## src/hw/rtl/bra_pkg.sv

```systemverilog
package bra_pkg;

   localparam int MAP_BYTES_DEF = 128;
   localparam int KIND_W        = 3;
   localparam int INDEX_W       = 10;
   localparam int LENGTH_W      = 11;
   localparam int BYTE_W        = 8;
   localparam int BIT_SEL_W     = 3;
   localparam int LOCAL_RUN_W   = 4;

   typedef enum logic [KIND_W-1:0] {
      KIND_FIND  = 3'd0,
      KIND_SET   = 3'd1,
      KIND_CLEAR = 3'd2,
      KIND_TEST  = 3'd3,
      KIND_WIPE  = 3'd4
   } kind_type;

   typedef enum logic [3:0] {
      ST_INIT_CLEAR,
      ST_IDLE,
      ST_DISPATCH,
      ST_FIND_FIRST,
      ST_FIND,
      ST_RMW_READ,
      ST_RMW_UPDATE,
      ST_WIPE,
      ST_FINISH
   } state_type;

   // Commands from the controller to the datapath.
   typedef struct packed {
      logic req_ready;
      logic load_req;
      logic step;
      logic run_upd;
      logic rd_next;
      logic rd_idx;
      logic wr_zero;
      logic wr_mod;
      logic cap_find;
      logic cap_test;
      logic load_out;
   } cmd_type;

   // Status from the datapath to the controller.
   typedef struct packed {
      logic              req_valid;
      logic [KIND_W-1:0] kind;
      logic              want_bad;
      logic              idx_oob;
      logic              scan_last;
      logic              hit;
      logic              out_stall;
   } status_type;

endpackage

```

## src/hw/rtl/bra_req_if.sv

```systemverilog
interface bra_req_if;
   import bra_pkg::*;

   logic                valid;
   logic                ready;
   logic [KIND_W-1:0]   kind;
   logic [INDEX_W-1:0]  bit_index;
   logic [LENGTH_W-1:0] run_length;

   modport source (output valid, output kind, output bit_index, output run_length,
                   input ready);
   modport sink (input valid, input kind, input bit_index, input run_length,
                 output ready);
endinterface

```

## src/hw/rtl/bra_rsp_if.sv

```systemverilog
interface bra_rsp_if;
   import bra_pkg::*;

   logic               valid;
   logic               ready;
   logic               found;
   logic [INDEX_W-1:0] start_index;
   logic               bit_value;

   modport source (output valid, output found, output start_index, output bit_value,
                   input ready);
   modport sink (input valid, input found, input start_index, input bit_value,
                 output ready);
endinterface

```

## src/hw/rtl/bra_ram.sv

```systemverilog
module bra_ram #(
   parameter int WIDTH = 8,
   parameter int DEPTH = 128,
   localparam int AW   = (DEPTH > 1) ? $clog2(DEPTH) : 1
) (
   input  logic             clock,
   input  logic             we,
   input  logic [AW-1:0]    waddr,
   input  logic [WIDTH-1:0] wdata,
   input  logic [AW-1:0]    raddr,
   output logic [WIDTH-1:0] rdata
);
   logic [WIDTH-1:0] mem_ff [DEPTH];
   logic [WIDTH-1:0] rdata_ff;

   always_ff @(posedge clock) begin
      if (we) begin
         mem_ff[waddr] <= wdata;
      end
      rdata_ff <= mem_ff[raddr];
   end

   assign rdata = rdata_ff;
endmodule

```

## src/hw/rtl/bra_ctrl.sv

```systemverilog
module bra_ctrl (
   input  logic                clock,
   input  logic                reset,
   input  bra_pkg::status_type status,
   output bra_pkg::cmd_type    cmd
);
   import bra_pkg::*;

   state_type state_ff;
   state_type state_in;

   always_ff @(posedge clock) begin
      if (reset) begin
         state_ff <= ST_INIT_CLEAR;
      end else begin
         state_ff <= state_in;
      end
   end

   always_comb begin
      state_in = state_ff;
      unique case (state_ff)
         ST_INIT_CLEAR: begin
            if (status.scan_last) state_in = ST_IDLE;
         end
         ST_IDLE: begin
            if (status.req_valid) state_in = ST_DISPATCH;
         end
         ST_DISPATCH: begin
            unique case (kind_type'(status.kind))
               KIND_FIND:  state_in = status.want_bad ? ST_FINISH : ST_FIND_FIRST;
               KIND_SET,
               KIND_CLEAR,
               KIND_TEST:  state_in = status.idx_oob ? ST_FINISH : ST_RMW_READ;
               KIND_WIPE:  state_in = ST_WIPE;
               default:    state_in = ST_FINISH;
            endcase
         end
         ST_FIND_FIRST: state_in = ST_FIND;
         ST_FIND: begin
            if (status.hit || status.scan_last) state_in = ST_FINISH;
         end
         ST_RMW_READ:   state_in = ST_RMW_UPDATE;
         ST_RMW_UPDATE: state_in = ST_FINISH;
         ST_WIPE: begin
            if (status.scan_last) state_in = ST_FINISH;
         end
         ST_FINISH: begin
            if (!status.out_stall) state_in = ST_IDLE;
         end
         default: state_in = ST_IDLE;
      endcase
   end

   always_comb begin
      cmd = '0;
      unique case (state_ff)
         ST_INIT_CLEAR: begin
            cmd.wr_zero = 1'b1;
            cmd.step    = 1'b1;
         end
         ST_IDLE: begin
            cmd.req_ready = 1'b1;
            cmd.load_req  = status.req_valid;
         end
         ST_DISPATCH, ST_FIND_FIRST: begin
            cmd = '0;
         end
         ST_FIND: begin
            if (status.hit) begin
               cmd.cap_find = 1'b1;
            end else if (!status.scan_last) begin
               cmd.rd_next = 1'b1;
               cmd.step    = 1'b1;
               cmd.run_upd = 1'b1;
            end
         end
         ST_RMW_READ: begin
            cmd.rd_idx = 1'b1;
         end
         ST_RMW_UPDATE: begin
            if (kind_type'(status.kind) == KIND_TEST) begin
               cmd.cap_test = 1'b1;
            end else begin
               cmd.wr_mod = 1'b1;
            end
         end
         ST_WIPE: begin
            cmd.wr_zero = 1'b1;
            cmd.step    = 1'b1;
         end
         ST_FINISH: begin
            cmd.load_out = !status.out_stall;
         end
         default: cmd = '0;
      endcase
   end
endmodule

```

## src/hw/rtl/bra_datapath.sv

```systemverilog
module bra_datapath #(
   parameter int MAP_BYTES = bra_pkg::MAP_BYTES_DEF
) (
   input  logic                clock,
   input  logic                reset,
   bra_req_if.sink             req_ch,
   bra_rsp_if.source           rsp_ch,
   input  bra_pkg::cmd_type    cmd,
   output bra_pkg::status_type status
);
   import bra_pkg::*;

   localparam int MAP_BITS = MAP_BYTES * BYTE_W;
   localparam int ADDR_W   = (MAP_BYTES > 1) ? $clog2(MAP_BYTES) : 1;
   localparam int CNT_RAW  = $clog2(MAP_BITS + 1);
   localparam int CNT_W    = (CNT_RAW > LENGTH_W) ? CNT_RAW : LENGTH_W;
   localparam int POS_W    = ADDR_W + BIT_SEL_W;
   localparam int SUM_W    = (POS_W > LENGTH_W) ? POS_W : LENGTH_W;
   localparam int IB_W     = (ADDR_W > INDEX_W - BIT_SEL_W) ? ADDR_W : INDEX_W - BIT_SEL_W;

   logic [KIND_W-1:0]   kind_ff;
   logic [INDEX_W-1:0]  idx_ff;
   logic [LENGTH_W-1:0] want_ff;
   logic [ADDR_W-1:0]   scan_addr_ff;
   logic [CNT_W-1:0]    run_ff;
   logic                res_found_ff;
   logic [INDEX_W-1:0]  res_start_ff;
   logic                res_bit_ff;
   logic                out_valid_ff;
   logic                out_found_ff;
   logic [INDEX_W-1:0]  out_start_ff;
   logic                out_bit_ff;

   logic [IB_W-1:0]        idx_byte_wide;
   logic [ADDR_W-1:0]      idx_byte;
   logic [BYTE_W-1:0]      bit_mask;
   logic [BYTE_W-1:0]      rdata;
   logic                   we;
   logic [ADDR_W-1:0]      waddr;
   logic [BYTE_W-1:0]      wdata;
   logic [ADDR_W-1:0]      raddr;
   logic [CNT_W-1:0]       want_ext;
   logic [LOCAL_RUN_W-1:0] local_run;
   logic [CNT_W-1:0]       run_at [BYTE_W];
   logic [BYTE_W-1:0]      hit_at;
   logic [BIT_SEL_W-1:0]   hit_sel;
   logic [SUM_W-1:0]       start_sum;

   assign idx_byte_wide = IB_W'(idx_ff[INDEX_W-1:BIT_SEL_W]);
   assign idx_byte      = idx_byte_wide[ADDR_W-1:0];
   assign bit_mask      = BYTE_W'(1) << idx_ff[BIT_SEL_W-1:0];
   assign want_ext      = CNT_W'(want_ff);

   always_comb begin
      priority if (cmd.rd_next) raddr = scan_addr_ff + ADDR_W'(1);
      else if (cmd.rd_idx)      raddr = idx_byte;
      else                      raddr = scan_addr_ff;
   end

   assign we    = cmd.wr_zero | cmd.wr_mod;
   assign waddr = cmd.wr_zero ? scan_addr_ff : idx_byte;
   always_comb begin
      priority if (cmd.wr_zero)                   wdata = '0;
      else if (kind_type'(kind_ff) == KIND_SET)   wdata = rdata | bit_mask;
      else                                        wdata = rdata & ~bit_mask;
   end

   bra_ram #(
      .WIDTH (BYTE_W),
      .DEPTH (MAP_BYTES)
   ) u_map (
      .clock (clock),
      .we    (we),
      .waddr (waddr),
      .wdata (wdata),
      .raddr (raddr),
      .rdata (rdata)
   );

   // Free run ending at each bit of the current byte, carried from earlier bytes when the
   // byte is free up to that bit.
   always_comb begin
      local_run = '0;
      for (int i = 0; i < BYTE_W; i++) begin
         local_run = rdata[i] ? '0 : local_run + LOCAL_RUN_W'(1);
         if (local_run == LOCAL_RUN_W'(i + 1)) begin
            run_at[i] = run_ff + CNT_W'(i + 1);
         end else begin
            run_at[i] = CNT_W'(local_run);
         end
         hit_at[i] = (run_at[i] == want_ext);
      end
   end

   always_comb begin
      hit_sel = '0;
      for (int i = BYTE_W - 1; i >= 0; i--) begin
         if (hit_at[i]) hit_sel = BIT_SEL_W'(i);
      end
   end

   assign start_sum = SUM_W'({scan_addr_ff, hit_sel}) + SUM_W'(1) - SUM_W'(want_ff);

   always_ff @(posedge clock) begin
      if (cmd.load_req) begin
         kind_ff <= req_ch.kind;
         idx_ff  <= req_ch.bit_index;
         want_ff <= req_ch.run_length;
      end
      if (cmd.load_req) begin
         run_ff <= '0;
      end else if (cmd.run_upd) begin
         run_ff <= run_at[BYTE_W-1];
      end
      if (cmd.load_req) begin
         res_found_ff <= 1'b0;
         res_start_ff <= '0;
         res_bit_ff   <= 1'b0;
      end else begin
         if (cmd.cap_find) begin
            res_found_ff <= 1'b1;
            res_start_ff <= start_sum[INDEX_W-1:0];
         end
         if (cmd.cap_test) begin
            res_bit_ff <= rdata[idx_ff[BIT_SEL_W-1:0]];
         end
      end
      if (cmd.load_out) begin
         out_found_ff <= res_found_ff;
         out_start_ff <= res_start_ff;
         out_bit_ff   <= res_bit_ff;
      end
   end

   always_ff @(posedge clock) begin
      if (reset) begin
         scan_addr_ff <= '0;
         out_valid_ff <= 1'b0;
      end else begin
         if (cmd.load_req) begin
            scan_addr_ff <= '0;
         end else if (cmd.step) begin
            scan_addr_ff <= scan_addr_ff + ADDR_W'(1);
         end
         if (cmd.load_out) begin
            out_valid_ff <= 1'b1;
         end else if (rsp_ch.ready) begin
            out_valid_ff <= 1'b0;
         end
      end
   end

   assign req_ch.ready       = cmd.req_ready;
   assign rsp_ch.valid       = out_valid_ff;
   assign rsp_ch.found       = out_found_ff;
   assign rsp_ch.start_index = out_start_ff;
   assign rsp_ch.bit_value   = out_bit_ff;

   assign status.req_valid = req_ch.valid;
   assign status.kind      = kind_ff;
   assign status.want_bad  = (want_ff == '0) || (32'(want_ff) > 32'(MAP_BITS));
   assign status.idx_oob   = 32'(idx_ff) >= 32'(MAP_BITS);
   assign status.scan_last = scan_addr_ff == ADDR_W'(MAP_BYTES - 1);
   assign status.hit       = |hit_at;
   assign status.out_stall = out_valid_ff && !rsp_ch.ready;
endmodule

```

## src/hw/rtl/bitmap_run_allocator_core.sv

```systemverilog
// First-fit allocator over a map of used/free bits, MAP_BYTES bytes of eight bits each.
// Requests arrive on the req_ch channel and each gives exactly one transaction on rsp_ch;
// a transaction moves when valid and ready are both high at a rising clock edge.
// A request finds the lowest free run of run_length bits, sets, clears or tests the bit at
// bit_index, or clears the whole map. Requests are handled one at a time.
// Set, clear and test read the addressed byte and then write or sample it; an unused kind
// or a rejected request goes straight to the response, a map clear writes every byte and a
// find reads bytes until a run is found or the last byte is read. The find walks the map
// memory one byte per cycle through its single read port, which sets a find's throughput.
// After reset the block sweeps the map to all free, one byte per cycle, and ready stays
// low during the sweep. A response waits in an output register while the receiver
// stalls; the next request is accepted meanwhile and its result is held back until the
// register has been taken.
module bitmap_run_allocator_core #(
   parameter int MAP_BYTES = bra_pkg::MAP_BYTES_DEF
) (
   input  logic      clock,
   input  logic      reset,
   bra_req_if.sink   req_ch,
   bra_rsp_if.source rsp_ch
);
   import bra_pkg::*;

   cmd_type    cmd;
   status_type status;

   // The controller sequences each request; the datapath owns the map memory, the scan
   // counters and the result and output registers.
   bra_ctrl u_ctrl (
      .clock  (clock),
      .reset  (reset),
      .status (status),
      .cmd    (cmd)
   );

   bra_datapath #(
      .MAP_BYTES (MAP_BYTES)
   ) u_datapath (
      .clock  (clock),
      .reset  (reset),
      .req_ch (req_ch),
      .rsp_ch (rsp_ch),
      .cmd    (cmd),
      .status (status)
   );

   // Only one request is in flight: acceptance always drops ready on the next cycle.
   a_single_request: assert property (@(posedge clock) disable iff (reset)
      (req_ch.valid && req_ch.ready) |=> !req_ch.ready)
      else $error("request accepted while another one is in flight");

   // A result is never loaded over a response that the receiver has not yet taken.
   a_no_overwrite: assert property (@(posedge clock) disable iff (reset)
      cmd.load_out |-> !(rsp_ch.valid && !rsp_ch.ready))
      else $error("pending response overwritten");

   // A response carries a find result, a test result or neither, never both.
   a_result_exclusive: assert property (@(posedge clock) disable iff (reset)
      rsp_ch.valid |-> !(rsp_ch.found && rsp_ch.bit_value))
      else $error("response reports both a found run and a used bit");

   // Clearing writes and read-modify-write updates never collide on the write port.
   a_write_exclusive: assert property (@(posedge clock) disable iff (reset)
      !(cmd.wr_zero && cmd.wr_mod))
      else $error("two map writes requested in one cycle");
endmodule

```

## src/flat_wrapper.sv

```systemverilog
// flat-port wrapper written by rule: the top's interface ports become plain ports
module bitmap_run_allocator_core_flat import bra_pkg::*;
#(
   parameter int MAP_BYTES = bra_pkg::MAP_BYTES_DEF
)
  (clock, reset, req_ch_valid, req_ch_kind, req_ch_bit_index, req_ch_run_length, req_ch_ready, rsp_ch_valid, rsp_ch_found, rsp_ch_start_index, rsp_ch_bit_value, rsp_ch_ready);
  bra_req_if req_ch_i ();
  bra_rsp_if rsp_ch_i ();
  input  logic clock;
  input  logic reset;
  input wire logic [$bits(req_ch_i.valid)-1:0] req_ch_valid;
  input wire logic [$bits(req_ch_i.kind)-1:0] req_ch_kind;
  input wire logic [$bits(req_ch_i.bit_index)-1:0] req_ch_bit_index;
  input wire logic [$bits(req_ch_i.run_length)-1:0] req_ch_run_length;
  output wire logic [$bits(req_ch_i.ready)-1:0] req_ch_ready;
  output wire logic [$bits(rsp_ch_i.valid)-1:0] rsp_ch_valid;
  output wire logic [$bits(rsp_ch_i.found)-1:0] rsp_ch_found;
  output wire logic [$bits(rsp_ch_i.start_index)-1:0] rsp_ch_start_index;
  output wire logic [$bits(rsp_ch_i.bit_value)-1:0] rsp_ch_bit_value;
  input wire logic [$bits(rsp_ch_i.ready)-1:0] rsp_ch_ready;
  assign req_ch_i.valid = req_ch_valid;
  assign req_ch_i.kind = req_ch_kind;
  assign req_ch_i.bit_index = req_ch_bit_index;
  assign req_ch_i.run_length = req_ch_run_length;
  assign req_ch_ready = req_ch_i.ready;
  assign rsp_ch_valid = rsp_ch_i.valid;
  assign rsp_ch_found = rsp_ch_i.found;
  assign rsp_ch_start_index = rsp_ch_i.start_index;
  assign rsp_ch_bit_value = rsp_ch_i.bit_value;
  assign rsp_ch_i.ready = rsp_ch_ready;
  bitmap_run_allocator_core #(.MAP_BYTES(MAP_BYTES)) u_core (.clock(clock), .reset(reset), .req_ch(req_ch_i), .rsp_ch(rsp_ch_i));
endmodule
```

## config.mk

```make
export PLATFORM = sky130hd
export DESIGN_NAME = bitmap_run_allocator_core_flat
export DESIGN_NICKNAME = d
export VERILOG_FILES = /design/src/hw/rtl/bra_pkg.sv /design/src/hw/rtl/bra_req_if.sv /design/src/hw/rtl/bra_rsp_if.sv /design/src/hw/rtl/bra_ram.sv /design/src/hw/rtl/bra_ctrl.sv /design/src/hw/rtl/bra_datapath.sv /design/src/hw/rtl/bitmap_run_allocator_core.sv /design/src/flat_wrapper.sv
export SDC_FILE = /design/constraint.sdc
export NUM_CORES = 2
export LEC_CHECK = 0
export BUFFER_PORTS_ARGS = -buffer_cell sky130_fd_sc_hd__buf_2
export CAP_MARGIN = 20
export CORE_ASPECT_RATIO = 1.25
export CORE_UTILIZATION = 47
export CTS_CLUSTER_SIZE = 30
export DETAILED_ROUTE_END_ITERATION = 16
export PLACE_DENSITY = 0.63
export SLEW_MARGIN = 20
export SYNTH_ARGS = -nofsm -noshare
export SYNTH_HDL_FRONTEND = slang
export SYNTH_SLANG_ARGS = --single-unit
```

## constraint.sdc

```tcl
create_clock -name clock -period 7.1 [get_ports clock]
set_clock_uncertainty 0.1 [all_clocks]
set_input_delay 0.71 -clock clock [delete_from_list [all_inputs] [get_ports clock]]
set_output_delay 0.71 -clock clock [all_outputs]
set_load 0.02 [all_outputs]
```

Word-level counts from Yosys, hierarchy flattened
Memory sizes are Yosys's and may differ from the RTL's. A register that Yosys moved wholly into a read port is not among the register bits.
Cells that the tools add are included.
Operators by class
  magnitude comparators: 2
  reduce and logical (&&, ||, !) cells: 14
  equal/unequal tests: 34
  mux-type cells: 57
  shifts and indexed selects: 1
  $add $sub $neg: 18
  bitwise logic cells: 4
Operators with widths (number)
  11-bit == test: 8
  11-bit two-way mux: 8
  11-bit by 3-bit adder with 11-bit output (second input constant): 4
  4-bit two-way mux: 11
  4-bit case mux with 9 select lines: 1
  3-bit two-way mux: 11
  4-bit by 3-bit == test with 1-bit output (second input constant): 8
  11-bit by 2-bit adder with 11-bit output (second input constant): 2
  7-bit two-way mux: 3
  4-bit by 1-bit adder with 4-bit output (second input constant): 4
  8-bit two-way mux: 2
  1-bit two-way mux: 15
  4-bit case mux with 3 select lines: 1
  11-bit by 1-bit adder with 11-bit output (second input constant): 1
  11-bit by 4-bit adder with 11-bit output (second input constant): 1
  11-bit greater-than comparator (second input constant): 1
  11-bit logical NOT: 1
  10-bit by 1-bit adder with 10-bit output (second input constant): 1
  2-bit inequality test (second input constant): 5
  10-bit subtractor: 1
  3-bit by 2-bit == test with 1-bit output (second input constant): 3
  8-bit AND: 1
  4-bit by 2-bit == test with 1-bit output (second input constant): 2
  4-bit == test (second input constant): 2
  28 further kinds: 33
Word-level totals
  output and inout port bits: 14
  register bits after elaboration: 71
  bits of input ports: 28
  memories: 1
  word-level logic and storage cells: 144
  memory bits (writable): 1024
Memory list
  u_core.u_datapath.u_map.mem_ff: words 128, width 8, read ports 1, clocked after Yosys merged registers in 1, write ports 1, RTL line bra_ram.sv:13  | logic [WIDTH-1:0] mem_ff [DEPTH];

Depth between registers and ports, before layout
  word-level depth: 28
  gate-level depth with buffers: 44
  mapped depth without buffers: 42

By module
A second synthesis with hierarchy kept.
Unflattened totals
  cells, all modules: 2566
  area total of the unflattened synthesis: 47025.1 um2
By module, submodules not included
  bra_ram: cells each 1635, area an instance 39665.5 um2, times used 1, seq. area each 30909.6 um2
  bra_datapath: cells each 871, area an instance 6897.9 um2, times used 1, seq. area each 1701.6 um2
  bra_ctrl: cells each 60, area an instance 461.7 um2, times used 1, seq. area each 80.1 um2

Worst setup path after synthesis
No wires, ideal clock.
  kind: register to register
  start: reg u_core.u_datapath.u_map.rdata_ff[0], in the netlist u_core.u_datapath.u_map.rdata[0] (read register of u_core.u_datapath.u_map.mem_ff)
  end: reg u_core.u_datapath.res_start_ff[9]
  arrival: 7.356 ns
  buffers on the path: 1
  clock period less this slack: 7.583 ns
  required time: 6.872 ns
  stages on the path, launching flop included: 44
  setup time: 0.128 ns
  setup slack: -0.483 ns
  path through: dfxtp_1 nand2b_1 buf_2 nand2_1 inv_1 ha_1 nand2b_1 ha_1 nor2b_1 ha_1 inv_1 nor2_1 ha_1 nor2_1 ha_1 or3_1 a2111o_1 nand3_1 [8 not listed] nand2_1 nand2_1 a21oi_1 ha_1 ha_1 inv_1 fa_1 nor2b_1 o21ai_0 nand2b_1 a21oi_1 o21bai_1 a21o_1 a21oi_1 xnor2_1 nor2_1 a21oi_1 nor2_1
Between the ends
  longest elaborated chain between the ends: 28
  elaborated cells on any way between the ends: 52
  classes of those cells: add/sub: 9; eq/ne: 16; mux: 26; reduce/logical: 1
RTL lines
  start: declaration: RTL line bra_ram.sv:14  | logic [WIDTH-1:0] rdata_ff;
  1-bit two-way mux *: RTL line bra_datapath.sv:85  | local_run = rdata[i] ? '0 : local_run + LOCAL_RUN_W'(1);
  1-bit by 1-bit adder with 2-bit output: RTL line bra_datapath.sv:85
  2-bit two-way mux: RTL line bra_datapath.sv:85
  2-bit by 1-bit adder with 3-bit output: RTL line bra_datapath.sv:85
  3-bit two-way mux: RTL line bra_datapath.sv:85
  3-bit by 1-bit adder with 4-bit output: RTL line bra_datapath.sv:85
  4-bit two-way mux: RTL line bra_datapath.sv:85
  4-bit by 1-bit adder with 4-bit output: RTL line bra_datapath.sv:85
  [5 not listed]
  4-bit by 1-bit adder with 4-bit output: RTL line bra_datapath.sv:85
  4-bit two-way mux: RTL line bra_datapath.sv:85
  4-bit == test: RTL line bra_datapath.sv:86  | if (local_run == LOCAL_RUN_W'(i + 1)) begin
  11-bit two-way mux: RTL line bra_datapath.sv:86
  11-bit == test: RTL line bra_datapath.sv:91  | hit_at[i] = (run_at[i] == want_ext);
  3-bit two-way mux (8 in a row): RTL line bra_datapath.sv:98  | if (hit_at[i]) hit_sel = BIT_SEL_W'(i);
  10-bit by 1-bit adder with 10-bit output: RTL line bra_datapath.sv:102  | assign start_sum = SUM_W'({scan_addr_ff, hit_sel}) + SUM_W'(1) - SUM_W'(want_ff);
  10-bit subtractor: RTL line bra_datapath.sv:102
  end signal: assignment: RTL line bra_datapath.sv:122  | res_start_ff <= start_sum[INDEX_W-1:0];
  end: declaration: RTL line bra_datapath.sv:27  | logic [INDEX_W-1:0] res_start_ff;
Every way passes the cells marked *; elsewhere a longest branch is shown, timed or not.
A chain may end at the register's enable or synchronous reset.

Final worst setup path
  start: reg u_core.u_datapath.u_map.rdata_ff[1], in the netlist u_core.u_datapath.u_map.rdata[1] (read register of u_core.u_datapath.u_map.mem_ff)
  end: reg u_core.u_datapath.u_map.rdata_ff[2], in the netlist u_core.u_datapath.u_map.rdata[2] (read register of u_core.u_datapath.u_map.mem_ff)
Between the ends
  longest elaborated chain between the ends: 20
  elaborated cells on any way between the ends: 38
  classes of those cells: add/sub: 6; eq/ne: 14; mux: 17; reduce/logical: 1
RTL lines
  2-bit two-way mux *: RTL line bra_datapath.sv:85
  2-bit by 1-bit adder with 3-bit output: RTL line bra_datapath.sv:85
  3-bit two-way mux: RTL line bra_datapath.sv:85
  3-bit by 1-bit adder with 4-bit output: RTL line bra_datapath.sv:85
  4-bit two-way mux: RTL line bra_datapath.sv:85
  4-bit by 1-bit adder with 4-bit output: RTL line bra_datapath.sv:85
  4-bit two-way mux: RTL line bra_datapath.sv:85
  4-bit by 1-bit adder with 4-bit output: RTL line bra_datapath.sv:85
  [4 not listed]
  4-bit two-way mux: RTL line bra_datapath.sv:85
  4-bit == test: RTL line bra_datapath.sv:86
  11-bit two-way mux: RTL line bra_datapath.sv:86
  11-bit == test: RTL line bra_datapath.sv:91
  8-bit OR reduction *: RTL line bra_datapath.sv:164  | assign status.hit = |hit_at;
  3-bit two-way mux *: RTL line bra_ctrl.sv:70  | if (status.hit) begin
  2-bit two-way mux *: RTL line bra_ctrl.sv:57  | unique case (state_ff)
  7-bit two-way mux *: RTL line bra_datapath.sv:55  | priority if (cmd.rd_next) raddr = scan_addr_ff + ADDR_W'(1);
Marks and branches as above.

==> metrics.txt <==
initial antenna violation count 0; hold_buf cts 0; cell count after placement roughly 5300; slew of the pin with the lowest slew margin about 1100 ps; # diodes 0; Hold Vio Cnt, Final 0; most frequent CP cell ha_4; fin crit period 7000 ps; most common cell after layout, fill and taps aside edfxtp_1; share of the synthesized area in the top cell type 64.5%; grt total ovfl 0; post-synthesis sequential area ratio 66.2%; Max Clk Rate 143 MHz; share of layout cells above drive strength 1 about 17%; Max Cap Viol 0; Rows approximately 130; relative slew slack 27.3%; synthesized area per cell between 10 and 15 um^2; number of remaining DRC errors 0; DR pass1 iterations 6; Die X 292 um; critical path arrival ~7500 ps; num ports 42; DR vias about 32000; TritonCTS Buffers 103; GP Congestion slightly above 0.9; setup_tns 0 ps; GRT Total Usage between 20% and 30%; Mapped Nets between 3000 and 4000; Clock Root Buffer clkbuf_16; unrepaired setup endpoints after global routing true; type of the tightest min-delay check input pin to register; Worst VDD drop ~0.2 mV; Setup crit start kind register; final setup margin 101 ps; Mapped Area between 40000 and 50000 um^2; fill count 8494; Area Growth Syn to Fin 15.4%; detailed placer's ending HPWL approximately 89 mm; Critical Path Fanout Max 14; Post-synth EDFFs 1060; WL per Instance 24.9 um; pre-CTS setup slack -269 ps; post-synth cell types 103; Post-Route WL between 100 and 150 mm; hold_ws roughly 68 ps; CTS clk-pin slew, worst paths approximately 60 ps; status finished, final reports clean; Lkg Pwr between 15 and 20 nW; final non-filler cell total 5470; Worst Path Class, Setup register to register; Buffers on Ports 41; CP Capture Type register; first-pass GRT wire length roughly 200 mm; Required @ worst endpoint around 7600 ps; final worst-path cycle share 98.6%; nets 4106; Final Util 54.9%; pwr dens between 200 and 250 nW/um^2; commonest non-fill, non-tap cells in the layout edfxtp_1, nand2_1, buf_4; critical path's slowest cell or4_4; die area 106000 um^2; Initial Util between 40% and 50%; Slew Limit Fails 0; post-synthesis cell count around 3800; clk buf depth 3; Die Height roughly 360 um; Final Setup Violations 0; 1st-iter DRT viols around 3200; worst skew pair latency around 730 ps; vias in the first global route roughly 31000; Core ar. 104000 um^2; ranking of synthesized cells by area edfxtp_1, nand2_1, mux2i_1; H-Tree Level Count 3; antenna viol nets, final 0; CTS sink cnt approximately 1100; max incr delay on CP roughly 600 ps; register bit total from synthesis 1103; ys async rst share 0%; post-synth top area cell edfxtp_1; total number of yosys warnings 0; vias per std cell between 5 and 6; largest net degree at the start of global routing 105; TritonCTS clock tree yes; ys flop type edfxtp_1
## worst max-delay path: cells and delay by family, from the launching register on
kind | cells | cell delay (ps)
DFF | 1 | 330
muxes | 1 | 420
adders and majority gates | 5 | 1220
AOI/OAI and AO/OA | 5 | 1030
and+or+nand+nor | 14 | 2850
buffers and inverters | 7 | 910
## final timing paths
check	from	to	slack, ps	cells after the start
max	u_core.u_datapath.u_map.rdata[1]	u_core.u_datapath.u_map.rdata[2]	100	32
min	req_ch_bit_index[7]	u_core.u_datapath.idx_ff[7]	70	1
max reg2reg	u_core.u_datapath.u_map.rdata[1]	u_core.u_datapath.u_map.rdata[2]	100	32
min reg2reg	u_core.u_datapath.res_start_ff[7]	u_core.u_datapath.rsp_ch.start_index[7]	330	0
## per-layer routing
layer / up-vias / wire length, um / global-route usage (%)
li1: 14687 / - / -
met1: 16201 / 56200 / 33.8
met2: 1267 / 66100 / 42.4
met3: 266 / 9070 / 3.72
met4: 0 / 5000 / 9.75
met5: - / 0 / 0
## area by class of cell
cell class                      count  area [um^2]  area share [%]
Clock buffer                      123         2670            4.69
Tap cell                         1340         1680            2.94
Sequential cell                  1103        32700            57.4
Inverter                           39          149           0.261
Multi-Input combinational cell   2428        15800            27.8
Timing Repair Buffer              366         3270            5.74
Clock inverter                     71          699            1.23
## synthesized netlist by cell type (15+ instances only)
cell type  instances
edfxtp_1        1060
nand2_1          684
nor2_1           265
nand3_1          246
mux2i_1          239
a21oi_1          135
clkbuf_1          93
xnor2_1           72
buf_2             70
o21ai_0           59
nor3_1            58
mux4_2            52
and3_1            45
dfxtp_1           43
ha_1              36
a311oi_1          35
inv_1             34
xor2_1            32
buf_4             29
nor4_1            29
buf_1             28
nand2b_1          26
nand4_1           23
or3_1             23
nor2b_1           21
a211oi_1          20
a22oi_1           18
a31oi_1           18
o22ai_1           17
o211ai_1          16
and2_1            15
## kinds of logic (layout without fill, tap and decap cells)
logic type,Yosys count,after routing,synth area share [%]
buffers and inverters,274,599,2.71
DFF,1103,1103,66.2
other,1,1,0.00760
adders and majority gates,37,37,0.953
xor gates and xnor gates,111,111,2.16
and+or+nand+nor,1522,1522,14.1
AOI/OAI and AO/OA,454,454,6.34
muxes,303,303,7.50
## report_power, final
part / switching, mW / internal (mW) / total (mW)
combinational: 0.869 / 0.648 / 1.52
clock: 2.48 / 3.07 / 5.55
sequential: 0.0298 / 7.05 / 7.08
## through the flow
step | cell area (um^2) | power (mW)
after floorplan | 49400 | 8.09
after global placement | 53200 | 8.64
after detailed placement | 53200 | 8.65
after CTS | 56700 | 14.2
after global routing | 57000 | 14.6
final | 57000 | 14.1
## sequential cells by signal, indices dropped and copies added (netlist names), 7 cells and up
signal and cells:
u_core.u_datapath.u_map.mem_ff 1024, u_core.u_datapath.res_start_ff 10, u_core.u_datapath.u_map.rdata 8, u_core.u_datapath.idx_ff 10, u_core.u_datapath.want_ext 11, u_core.u_datapath.rsp_ch.start_index 10, u_core.u_datapath.run_ff 11, u_core.u_datapath.scan_addr_ff 7
## what timing repair did
action	in CTS	in global routing
pin swaps	13	32
gates cloned	0	2
buffers inserted	4	6
setup endpoints to repair	11	12
resized for setup	21	46
Note: power is estimated with default switching activity, not from simulation.
